--- config.mk ---
export PLATFORM = sky130hd
export DESIGN_NAME = page_frame_bitmap_allocator
export DESIGN_NICKNAME = d
export VERILOG_FILES = /design/src/hdl/pfba_pkg.sv /design/src/hdl/page_frame_bitmap_allocator.sv
export SDC_FILE = /design/constraint.sdc
export NUM_CORES = 2
export LEC_CHECK = 0
export BUFFER_PORTS_ARGS = -buffer_cell sky130_fd_sc_hd__buf_4
export CAP_MARGIN = 25
export CORE_MARGIN = 3
export CORE_UTILIZATION = 40
export CTS_CLUSTER_DIAMETER = 150
export DETAILED_ROUTE_END_ITERATION = 10
export GPL_TIMING_DRIVEN = 0
export SYNTH_ARGS = -nofsm -noshare
export SYNTH_HDL_FRONTEND = slang
export SYNTH_SLANG_ARGS = --single-unit
--- constraint.sdc ---
create_clock -name i_clk -period 25.6 [get_ports i_clk]
set_input_delay 1.28 -clock i_clk [delete_from_list [all_inputs] [get_ports i_clk]]
set_output_delay 1.28 -clock i_clk [all_outputs]
set_load 0.05 [all_outputs]
--- src/hdl/pfba_pkg.sv ---
// ----------------------------------------------------------------------------
// pfba_pkg
// Constants shared by the page frame bitmap allocator: bitmap geometry,
// frame and position widths, and the configuration register indexes.
// ----------------------------------------------------------------------------
package pfba_pkg;

    localparam int MAX_FRAMES  = 1024;
    localparam int RANGE_COUNT = 3;

    localparam int FRAME_SHIFT = 12;
    localparam int FRAME_W     = 20;
    localparam int ADDR_W      = 32;

    localparam int CFG_RANGES  = 3;
    localparam int RANGES_USED = (RANGE_COUNT < CFG_RANGES) ? RANGE_COUNT : CFG_RANGES;
    localparam int RANGE_IDX_W = (RANGES_USED > 1) ? $clog2(RANGES_USED) : 1;

    localparam int SUM_W       = FRAME_W + 2;
    localparam int MAP_WORDS   = (MAX_FRAMES + 31) / 32;
    localparam int WORD_W      = (MAP_WORDS > 1) ? $clog2(MAP_WORDS) : 1;

    localparam int CFG_IDX_W   = 3;

    localparam logic [CFG_IDX_W-1:0] CFG_RANGE0_FIRST = 3'd0;
    localparam logic [CFG_IDX_W-1:0] CFG_RANGE0_END   = 3'd1;
    localparam logic [CFG_IDX_W-1:0] CFG_RANGE1_FIRST = 3'd2;
    localparam logic [CFG_IDX_W-1:0] CFG_RANGE1_END   = 3'd3;
    localparam logic [CFG_IDX_W-1:0] CFG_RANGE2_FIRST = 3'd4;
    localparam logic [CFG_IDX_W-1:0] CFG_RANGE2_END   = 3'd5;

    localparam logic OP_ALLOC = 1'b0;
    localparam logic OP_FREE  = 1'b1;

endpackage

--- src/hdl/page_frame_bitmap_allocator.sv ---
// ----------------------------------------------------------------------------
// page_frame_bitmap_allocator
// First-fit 4 KiB page frame allocator over up to three frame ranges, with
// the used bits held in a word-wide bitmap memory.
//
//   channel   direction   signals
//   input     in          i_in_valid, o_in_ready, i_opcode, i_free_address
//   config    in          i_cfg_valid, o_cfg_ready, i_cfg_index, i_cfg_data
//   output    out         o_out_valid, i_out_ready, o_frame_address
//
// Every item passes S_LEN, S_BASE and S_POS. An allocate then scans bitmap words in S_SCAN (1 to
// 32, one per cycle), then S_MAP and S_OUT; S_MAP is skipped if no frame is free, S_SCAN too if
// no range holds one. A free does its read-modify-write in S_FCLR, or ends after S_POS if
// ignored. Each item ends in S_IDLE before another is taken. Configuration transfers are taken
// only while idle. Reset clears the bitmap at once through per-word valid bits. A waiting result
// does not block input transfers; an allocate holds in S_OUT until the output register is free.
// ----------------------------------------------------------------------------
module page_frame_bitmap_allocator (
    input  logic                            i_clk,
    input  logic                            i_rst_n,
    input  logic                            i_in_valid,
    output logic                            o_in_ready,
    input  logic                            i_opcode,
    input  logic [pfba_pkg::ADDR_W-1:0]     i_free_address,
    input  logic                            i_cfg_valid,
    output logic                            o_cfg_ready,
    input  logic [pfba_pkg::CFG_IDX_W-1:0]  i_cfg_index,
    input  logic [pfba_pkg::FRAME_W-1:0]    i_cfg_data,
    output logic                            o_out_valid,
    input  logic                            i_out_ready,
    output logic [pfba_pkg::ADDR_W-1:0]     o_frame_address
);
    import pfba_pkg::*;

    localparam logic [2:0] S_IDLE = 3'd0;
    localparam logic [2:0] S_LEN  = 3'd1;
    localparam logic [2:0] S_BASE = 3'd2;
    localparam logic [2:0] S_POS  = 3'd3;
    localparam logic [2:0] S_SCAN = 3'd4;
    localparam logic [2:0] S_MAP  = 3'd5;
    localparam logic [2:0] S_FCLR = 3'd6;
    localparam logic [2:0] S_OUT  = 3'd7;

    logic [2:0]             r_state;
    logic                   r_op;
    logic [FRAME_W-1:0]     r_frame_in;

    logic [FRAME_W-1:0]     r_first [CFG_RANGES];
    logic [FRAME_W-1:0]     r_end   [CFG_RANGES];

    logic [FRAME_W-1:0]     r_len   [RANGES_USED];
    logic [FRAME_W-1:0]     r_foff  [RANGES_USED];
    logic [RANGES_USED-1:0] r_match;
    logic [SUM_W-1:0]       r_base  [RANGES_USED];
    logic [SUM_W-1:0]       r_bend  [RANGES_USED];
    logic [SUM_W-1:0]       r_total;
    logic [SUM_W-1:0]       r_last;
    logic [SUM_W-1:0]       r_pos;
    logic [WORD_W-1:0]      r_cword;
    logic [FRAME_W-1:0]     r_sel_first;
    logic [FRAME_W-1:0]     r_off;

    logic                   r_out_valid;
    logic [ADDR_W-1:0]      r_out_addr;

    logic [31:0]            r_mem [MAP_WORDS];
    logic [MAP_WORDS-1:0]   r_row_valid;
    logic [31:0]            r_rdata;
    logic                   r_rd_vld;

    logic                   mem_re;
    logic [WORD_W-1:0]      mem_raddr;
    logic                   mem_we;
    logic [WORD_W-1:0]      mem_waddr;
    logic [31:0]            mem_wdata;

    logic [31:0]            eff_word;
    logic [31:0]            scan_mask;
    logic [31:0]            free_bits;
    logic                   scan_hit;
    logic [4:0]             scan_idx;
    logic                   scan_last;

    logic                   free_hit;
    logic [SUM_W-1:0]       free_pos;
    logic                   free_ok;

    logic [RANGE_IDX_W-1:0] map_sel;
    logic                   out_free;
    logic                   out_load;

    assign o_in_ready      = (r_state == S_IDLE);
    assign o_cfg_ready     = (r_state == S_IDLE);
    assign o_out_valid     = r_out_valid;
    assign o_frame_address = r_out_addr;
    assign out_free        = !r_out_valid || i_out_ready;
    assign out_load        = (r_state == S_OUT) && out_free;

    assign eff_word  = r_rd_vld ? r_rdata : 32'd0;
    assign scan_last = ((SUM_W-5)'(r_cword) == r_last[SUM_W-1:5]);

    always_comb begin
        if ((SUM_W-5)'(r_cword) < r_last[SUM_W-1:5]) begin
            scan_mask = 32'hFFFF_FFFF;
        end else begin
            scan_mask = 32'hFFFF_FFFF >> (5'd31 - r_last[4:0]);
        end
        free_bits = ~eff_word & scan_mask;
        scan_hit  = |free_bits;
        scan_idx  = 5'd0;
        for (int i = 31; i >= 0; i--) begin
            if (free_bits[i]) begin
                scan_idx = 5'(i);
            end
        end
    end

    always_comb begin
        free_hit = 1'b0;
        free_pos = '0;
        for (int r = RANGES_USED - 1; r >= 0; r--) begin
            if (r_match[r]) begin
                free_hit = 1'b1;
                free_pos = r_base[r] + SUM_W'(r_foff[r]);
            end
        end
        free_ok = free_hit && (free_pos < SUM_W'(MAX_FRAMES));
    end

    always_comb begin
        map_sel = '0;
        for (int r = RANGES_USED - 1; r >= 0; r--) begin
            if (r_pos < r_bend[r]) begin
                map_sel = RANGE_IDX_W'(r);
            end
        end
    end

    always_comb begin
        mem_re    = 1'b0;
        mem_raddr = '0;
        mem_we    = 1'b0;
        mem_waddr = '0;
        mem_wdata = '0;
        case (r_state)
            S_POS: begin
                if (r_op == OP_ALLOC) begin
                    mem_re = (r_total != '0);
                end else begin
                    mem_re    = free_ok;
                    mem_raddr = WORD_W'(free_pos >> 5);
                end
            end
            S_SCAN: begin
                if (scan_hit) begin
                    mem_we    = 1'b1;
                    mem_waddr = r_cword;
                    mem_wdata = eff_word | (32'd1 << scan_idx);
                end else if (!scan_last) begin
                    mem_re    = 1'b1;
                    mem_raddr = r_cword + 1'b1;
                end
            end
            S_FCLR: begin
                mem_we    = 1'b1;
                mem_waddr = WORD_W'(r_pos >> 5);
                mem_wdata = eff_word & ~(32'd1 << r_pos[4:0]);
            end
            default: begin
            end
        endcase
    end

    always_ff @(posedge i_clk) begin
        if (mem_we) begin
            r_mem[mem_waddr] <= mem_wdata;
        end
        if (mem_re) begin
            r_rdata  <= r_mem[mem_raddr];
            r_rd_vld <= r_row_valid[mem_raddr];
        end
    end

    always_ff @(posedge i_clk) begin
        if (!i_rst_n) begin
            r_row_valid <= '0;
        end else if (mem_we) begin
            r_row_valid[mem_waddr] <= 1'b1;
        end
    end

    always_ff @(posedge i_clk) begin
        if (!i_rst_n) begin
            for (int r = 0; r < CFG_RANGES; r++) begin
                r_first[r] <= '0;
                r_end[r]   <= '0;
            end
        end else if (i_cfg_valid && o_cfg_ready) begin
            case (i_cfg_index)
                CFG_RANGE0_FIRST: r_first[0] <= i_cfg_data;
                CFG_RANGE0_END:   r_end[0]   <= i_cfg_data;
                CFG_RANGE1_FIRST: r_first[1] <= i_cfg_data;
                CFG_RANGE1_END:   r_end[1]   <= i_cfg_data;
                CFG_RANGE2_FIRST: r_first[2] <= i_cfg_data;
                CFG_RANGE2_END:   r_end[2]   <= i_cfg_data;
                default: begin
                end
            endcase
        end
    end

    always_ff @(posedge i_clk) begin
        if (!i_rst_n) begin
            r_out_valid <= 1'b0;
        end else if (out_load) begin
            r_out_valid <= 1'b1;
        end else if (i_out_ready) begin
            r_out_valid <= 1'b0;
        end
    end

    always_ff @(posedge i_clk) begin
        if (!i_rst_n) begin
            r_state <= S_IDLE;
        end else begin
            case (r_state)
                S_IDLE: begin
                    if (i_in_valid) begin
                        r_op       <= i_opcode;
                        r_frame_in <= i_free_address[ADDR_W-1:FRAME_SHIFT];
                        r_state    <= S_LEN;
                    end
                end
                S_LEN: begin
                    for (int r = 0; r < RANGES_USED; r++) begin
                        r_len[r]   <= (r_end[r] > r_first[r]) ? (r_end[r] - r_first[r]) : '0;
                        r_foff[r]  <= r_frame_in - r_first[r];
                        r_match[r] <= (r_frame_in >= r_first[r]) && (r_frame_in < r_end[r]);
                    end
                    r_state <= S_BASE;
                end
                S_BASE: begin
                    logic [SUM_W-1:0] acc;
                    acc = '0;
                    for (int r = 0; r < RANGES_USED; r++) begin
                        r_base[r] <= acc;
                        acc = acc + SUM_W'(r_len[r]);
                        r_bend[r] <= acc;
                    end
                    r_total <= acc;
                    r_state <= S_POS;
                end
                S_POS: begin
                    r_sel_first <= '0;
                    r_off       <= '0;
                    r_cword     <= '0;
                    if (r_total > SUM_W'(MAX_FRAMES)) begin
                        r_last <= SUM_W'(MAX_FRAMES - 1);
                    end else begin
                        r_last <= r_total - 1'b1;
                    end
                    if (r_op == OP_ALLOC) begin
                        r_state <= (r_total != '0) ? S_SCAN : S_OUT;
                    end else begin
                        r_pos   <= free_pos;
                        r_state <= free_ok ? S_FCLR : S_IDLE;
                    end
                end
                S_SCAN: begin
                    if (scan_hit) begin
                        r_pos   <= SUM_W'({r_cword, scan_idx});
                        r_state <= S_MAP;
                    end else if (scan_last) begin
                        r_state <= S_OUT;
                    end else begin
                        r_cword <= r_cword + 1'b1;
                    end
                end
                S_MAP: begin
                    r_sel_first <= r_first[map_sel];
                    r_off       <= FRAME_W'(r_pos - r_base[map_sel]);
                    r_state     <= S_OUT;
                end
                S_FCLR: begin
                    r_state <= S_IDLE;
                end
                S_OUT: begin
                    if (out_free) begin
                        r_out_addr  <= {r_sel_first + r_off, {FRAME_SHIFT{1'b0}}};
                        r_state     <= S_IDLE;
                    end
                end
                default: begin
                    r_state <= S_IDLE;
                end
            endcase
        end
    end

endmodule
## Yosys cells after proc, flatten, opt, wreduce, memory -nomap -nowiden

Memory sizes are Yosys's and may differ from the RTL's. A register that Yosys moved wholly into a read port is not among the register bits.
Index checks and enable logic that the tools add are counted.

- Add/sub/neg operators: 16
- $lt $le $gt $ge: 18
- Eq/ne operators: 20
- Shift-type cells: 3
- Muxes and demuxes: 121
- Bitwise logic cells: 12
- Reductions and logical operators: 25

Operators by type and width:

| kind | count |
|---|---|
| two-way mux 5 bit | 38 |
| two-way mux 20 bit | 9 |
| subtractor 20 bit | 7 |
| two-way mux 22 bit | 5 |
| two-way mux 32 bit | 3 |
| one-hot mux 20 bit (2 select lines) | 2 |
| adder 22 x 20 -> 22 bit | 3 |
| less-than comparator 22 bit | 3 |
| AND 32 bit | 2 |
| NOT 32 bit | 2 |
| OR 32 bit | 2 |
| one-hot mux 32 bit (2 select lines) | 1 |
| << shifter 1 x 5 -> 32 bit, first input constant | 2 |
| >= comparator 20 bit | 3 |
| greater-than comparator 20 bit | 3 |
| less-than comparator 20 bit | 3 |
| two-way mux 1 bit | 44 |
| one-hot mux 22 bit (2 select lines) | 1 |
| OR reduction 32 bit | 1 |
| right shift 32 x 5 -> 32 bit, first input constant | 1 |
| one-hot mux 5 bit (2 select lines) | 3 |
| one-hot mux 3 bit (8 select lines) | 1 |
| adder 21 x 20 -> 22 bit | 1 |
| greater-than comparator 22 x 11 -> 1 bit, second input constant | 1 |
| 30 further kinds | 74 |

- Register bits after elaboration: 192
- RAM bits: 1393
- Bits of input ports: 61
- Output and inout port bits: 35
- Logic and storage cells: 236
- Memories: 7

Memory list:

| memory | words | width | read ports | clocked after Yosys merged registers in | wr ports | line | source |
|---|---|---|---|---|---|---|---|
| r_mem | 32 | 32 | 1 | 1 | 1 | page_frame_bitmap_allocator.sv:66 | `logic [31:0] r_mem [MAP_WORDS];` |
| r_bend | 3 | 22 | 3 | 0 | 3 | page_frame_bitmap_allocator.sv:55 | `logic [SUM_W-1:0] r_bend [RANGES_USED];` |
| r_base | 3 | 21 | 4 | 0 | 3 | page_frame_bitmap_allocator.sv:54 | `logic [SUM_W-1:0] r_base [RANGES_USED];` |
| r_end | 3 | 20 | 3 | 0 | 3 | page_frame_bitmap_allocator.sv:49 | `logic [FRAME_W-1:0] r_end [CFG_RANGES];` |
| r_first | 3 | 20 | 4 | 0 | 3 | page_frame_bitmap_allocator.sv:48 | `logic [FRAME_W-1:0] r_first [CFG_RANGES];` |
| r_foff | 3 | 20 | 3 | 0 | 3 | page_frame_bitmap_allocator.sv:52 | `logic [FRAME_W-1:0] r_foff [RANGES_USED];` |
| +1 memories | - | - | - | - | - | - |  |

## Logic depth before layout (Yosys ltp)

- Depth after elaboration: 40
- Gate-level depth with buffers: 27
- Gate-level depth less buffers: 24

## Worst setup path after synthesis

Ideal clock, no wire load.

- Kind: input to register
- Start point: input i_rst_n
- End point: memory r_foff[0][0], enable pin
- Library setup time: 0.781 ns
- Arrival time: 10.446 ns
- Required time: 24.819 ns
- Path slack: 14.372 ns
- Stages: 2
- Path buffers: 1
- Cell sequence: clkbuf_1 nor3b_1

RTL lines:

| element | line | source |
|---|---|---|
| from (decl) | page_frame_bitmap_allocator.sv:20 | `input logic i_rst_n,` |
| to (decl) | page_frame_bitmap_allocator.sv:52 |  |

## Worst setup path after layout

- Start point: register r_pos[0]
- End point: register r_off[18] (data pin)

- Cells in the longest elaborated chain, start to end: 7
- Elaborated cells on any way between the ends: 9
- Those cells by class: add/sub: 1; order compare: 3; mux: 4; memory: 1

RTL lines:

| element | line | source |
|---|---|---|
| from (decl) | page_frame_bitmap_allocator.sv:58 | `logic [SUM_W-1:0] r_pos;` |
| from (signal assigned) | page_frame_bitmap_allocator.sv:265 | `r_pos <= free_pos;` |
| from (signal assigned) | page_frame_bitmap_allocator.sv:271 | `r_pos <= SUM_W'({r_cword, scan_idx});` |
| less-than comparator 22 bit | page_frame_bitmap_allocator.sv:133 | `if (r_pos < r_bend[r]) begin` |
| two-way mux 2 bit (3 in a row) | page_frame_bitmap_allocator.sv:133 |  |
| memory read (3 x 21 bit) | - |  |
| subtractor 20 bit (*) | page_frame_bitmap_allocator.sv:281 | `r_off <= FRAME_W'(r_pos - r_base[map_sel]);` |
| one-hot mux 20 bit (2 select lines) (*) | page_frame_bitmap_allocator.sv:226 | `case (r_state)` |
| to (signal assigned) | page_frame_bitmap_allocator.sv:281 |  |
| to (decl) | page_frame_bitmap_allocator.sv:61 | `logic [FRAME_W-1:0] r_off;` |

Every way passes the cells marked *; elsewhere a longest branch is shown, timed or not.
A chain may end at the register's enable or synchronous reset.

==> flow_summary.ini <==
[outcome]
status = finished, final reports clean

[die]
rows = 157
die_h_microns = 437
die_width_microns = 437
area_of_the_placeable_core_sq_um = 184000
die_ar_sq_um = 191000
boundaryPins = 96
initial_util_pct = 40.4

[synthesis]
synth_async_sr_flop_share_pct = 0
post_synth_most_frequent_cells = sky130_fd_sc_hd__edfxtp_1 (1,493), sky130_fd_sc_hd__nand2_1 (1,015), sky130_fd_sc_hd__nand3_1 (586), sky130_fd_sc_hd__ha_1 (362), sky130_fd_sc_hd__nor2_1 (309)
synth_top_cell_area_share_pct = 60.3
synth_cell_type_count = 93
synth_most_common_cell = sky130_fd_sc_hd__edfxtp_1
postSynth.topFlopCell = sky130_fd_sc_hd__edfxtp_1
ys_top_cells_by_area = sky130_fd_sc_hd__edfxtp_1 (60%), sky130_fd_sc_hd__ha_1 (6.1%), sky130_fd_sc_hd__nand2_1 (5.1%), sky130_fd_sc_hd__nand3_1 (3.9%), sky130_fd_sc_hd__mux2i_1 (2.2%)
synth_enable_flop_cells = 1493
yosysWarnings = 0
syn_area_sq_um = 74300
syn_avg_cell_area_sq_um = 11.8
synth.ff_latch_count = 1529
synthCells = 6313
sequential_share_of_the_synthesized_area_pct = 61.3
synthDominantAreaCellType = sky130_fd_sc_hd__edfxtp_1

[timing]
setup_repair_after_global_routing_missed_its_margin = no
timing.final.hold_violations = 0
final-max-slew-violation-count = 0
totalNegativeSetupSlack_ns = 0
post-route-min-period_ns = 7.43
finalClockSkew_ns = 0.0890
timing.fmax_ghz = 0.135
max_slew_margin_pct = 24.1
tightest_slew_ns = 1.14
final-setup-viol-count = 0
layout_worst_path_cycle_share_pct = 29.0

[route]
routed_wire_length_per_instance_microns = 25.5
iteration_0_drc_count_of_the_detailed_router = 5795
drt-vias-per-instance = 5.73
drt_drc_violations_left = 0
vias = 53070
drt_wl_total_mm = 236
ant_nets = 0
detailed_router_iteration_count_before_antenna_repair = 5

[placed_design]
placement.io_buffers = 71
dp.final_hpwl_mm = 179
place_congestion = 0.958

[setup_path]
ff2ff_path_depth = 28
timing.critical_path.slowest_stage_cell = sky130_fd_sc_hd__o41ai_1
worst-endpoint-arrival_ns = 7.99
path_buf_inv = 6
crit-reg2reg-capture = r_off[18]
crit_type = register to register
critical_path.reg2reg.startpoint = r_pos[0]
ff2ff_setup_slack_ns = 18.17
setup.worst_path.start_class = register
critical_path.max_fanout = 10
worst_path_largest_cell_delay_ns = 0.70
crit_required_ns = 26.16
critPathCaptureType = register
critical-path-top-delay-family = compound AO/OA/AOI/OAI gates

[clock_tree]
cts_made_buffers = 162
insertion_delay_ns = 0.87
cts_repair_resize_count = 0
clockBufferDepth = 3
cts.hold.buffers_added = 0
cts_tree = yes
clkTransAtPathRegs_ns = 0.06
cts-root-buf = sky130_fd_sc_hd__clkbuf_16
cts_num_sinks = 1529
post_cts_buffers = 0
cts_h_tree_depth = 4

[grt]
grt_first_pass_wirelength_mm = 343
grt_max_degree = 33
grt-ovfl-total = 0
grt_use_total_pct = 24.2
grt_pass1_vias = 51284
grt_antenna_before_repair = 7

[worst_hold_path]
hold_path_class = register to register
holdPathStages = 0
hp-start = r_len[0][15]
min_to = r_bend[0][15]

[finish]
layout.filler_cells = 16637
share_of_cells_above_drive_strength_1_pct = 9.14
layout_overhead_on_the_synthesized_area_pct = 15.1
core_util_final_pct = 46.5
num-nets-final = 7101

[power]
ir_drop_mv = 0.0590
total_power_mw = 5.47
power_density_nw_per_um2 = 64.0
static-leakage-power_nw = 29.9

[flow_run]
drv_cap = 0
-- how the worst max path moves through the flow --
stage                   from            end  slack (ns)  depth (start not counted)
finish              r_pos[0]      r_off[18]       18.17                         28
floorplan            i_rst_n   r_foff[0][0]       14.37                          2
global route        r_pos[0]      r_off[18]       17.92                         28
CTS                 r_pos[0]      r_off[18]       17.88                         27
detailed placement  r_pos[0]      r_off[18]       17.86                         27
global placement     i_rst_n  r_foff[0][20]        9.82                          3
-- report_power, final --
group,leakage (nW),internal (mW),switching (mW)
logic,14.8,0.145,0.246
clock network,2.50,1.28,1.02
registers,12.6,2.76,0.0194
total,29.9,4.18,1.29
-- stage by stage --
step | hold WS (ns) | area, sq um | cells | setup WS (ns)
finish | 0.452 | 85600 | 9261 | 18.17
CTS | 0.448 | 85500 | 9256 | 17.88
global route | 0.461 | 85500 | 9257 | 17.92
detailed placement | 0.442 | 80300 | 8965 | 17.86
floorplan | 0.433 | 74400 | 6324 | 14.37
global placement | 0.442 | 78000 | 8859 | 9.82
-- kinds of logic after synthesis --
family / Yosys count / share of synthesized area (%)
simple gates: 2460 / 15.3
xor+xnor: 169 / 1.99
flops: 1529 / 61.3
fa+ha+maj: 375 / 6.43
compound gates: 1059 / 9.70
other cells: 1 / 0.00505
mux: 164 / 2.21
buf+inv: 556 / 3.04
-- routing by layer --
layer  track usage (%)  vias up  share of wire [%]
met3              3.06      387                6.8
li1                  -    24175                  -
met4              8.61        4                3.8
met1              33.4    26406                 42
met2              39.4     2098                 47
met5                 0        -              0.011
-- cells in the final DEF (no fill, tap or decap), types with 44 or more instances in the layout --
| cell | Yosys | final |
|---|---|---|
| sky130_fd_sc_hd__o21ai_0 | 175 | 148 |
| sky130_fd_sc_hd__nand4_1 | 75 | 75 |
| sky130_fd_sc_hd__buf_2 | 65 | 68 |
| sky130_fd_sc_hd__buf_12 | 0 | 44 |
| sky130_fd_sc_hd__clkbuf_16 | 0 | 162 |
| sky130_fd_sc_hd__and3_1 | 74 | 73 |
| sky130_fd_sc_hd__o21a_1 | 65 | 65 |
| sky130_fd_sc_hd__nor3_1 | 107 | 104 |
| sky130_fd_sc_hd__xor2_1 | 55 | 55 |
| sky130_fd_sc_hd__nor2b_1 | 51 | 51 |
| sky130_fd_sc_hd__edfxtp_1 | 1493 | 1493 |
| sky130_fd_sc_hd__a22oi_1 | 52 | 52 |
| sky130_fd_sc_hd__nand2b_1 | 47 | 47 |
| sky130_fd_sc_hd__nor2_1 | 309 | 277 |
| sky130_fd_sc_hd__ha_1 | 362 | 362 |
| sky130_fd_sc_hd__nand2_1 | 1015 | 1015 |
| sky130_fd_sc_hd__inv_1 | 268 | 268 |
| sky130_fd_sc_hd__a21oi_1 | 235 | 234 |
| sky130_fd_sc_hd__xnor2_1 | 114 | 114 |
| sky130_fd_sc_hd__a21o_1 | 82 | 82 |
| sky130_fd_sc_hd__nand3_1 | 586 | 586 |
| sky130_fd_sc_hd__clkbuf_1 | 175 | 221 |
| sky130_fd_sc_hd__buf_4 | 19 | 99 |
| sky130_fd_sc_hd__mux2i_1 | 161 | 161 |
| sky130_fd_sc_hd__a211oi_1 | 65 | 60 |
| sky130_fd_sc_hd__and2_1 | 71 | 71 |
| sky130_fd_sc_hd__a32oi_1 | 69 | 69 |
-- worst register-to-register path: cells and delay by family (launching register included) --
kind / cells / cell delay [ns]
adders and majority gates: 2 / 0.41
DFF: 1 / 0.39
buffers and inverters: 6 / 1.98
and+or+nand+nor: 4 / 0.48
xor gates and xnor gates: 1 / 0.18
AOI/OAI and AO/OA: 15 / 3.78
-- flip-flops by register name, indices dropped and copies added (netlist names), 3 cells and up --
name	flops
r_rdata	32
r_len	60
r_last	22
r_row_valid	32
r_total	21
r_end	60
r_base	20
r_off	20
o_frame_address	20
r_match	3
r_sel_first	20
r_bend	22
r_foff	60
r_state	3
r_mem	1024
r_frame_in	20
r_first	60
r_pos	22
r_cword	5
-- layout make-up --
| type | count | area (sq um) | area share, % |
|---|---|---|---|
| sequential | 1529 | 45600 | 53.2 |
| multi-input combinational | 4239 | 27100 | 31.7 |
| clock buffer | 212 | 4280 | 5.00 |
| tap | 2464 | 3080 | 3.60 |
| timing repair buffer | 178 | 2270 | 2.66 |
| buffer | 288 | 1260 | 1.47 |
| inverter | 268 | 1010 | 1.18 |
| clock inverter | 79 | 938 | 1.10 |
| antenna | 4 | 10.0 | 0.0117 |
(Power assumes the default switching activity.)
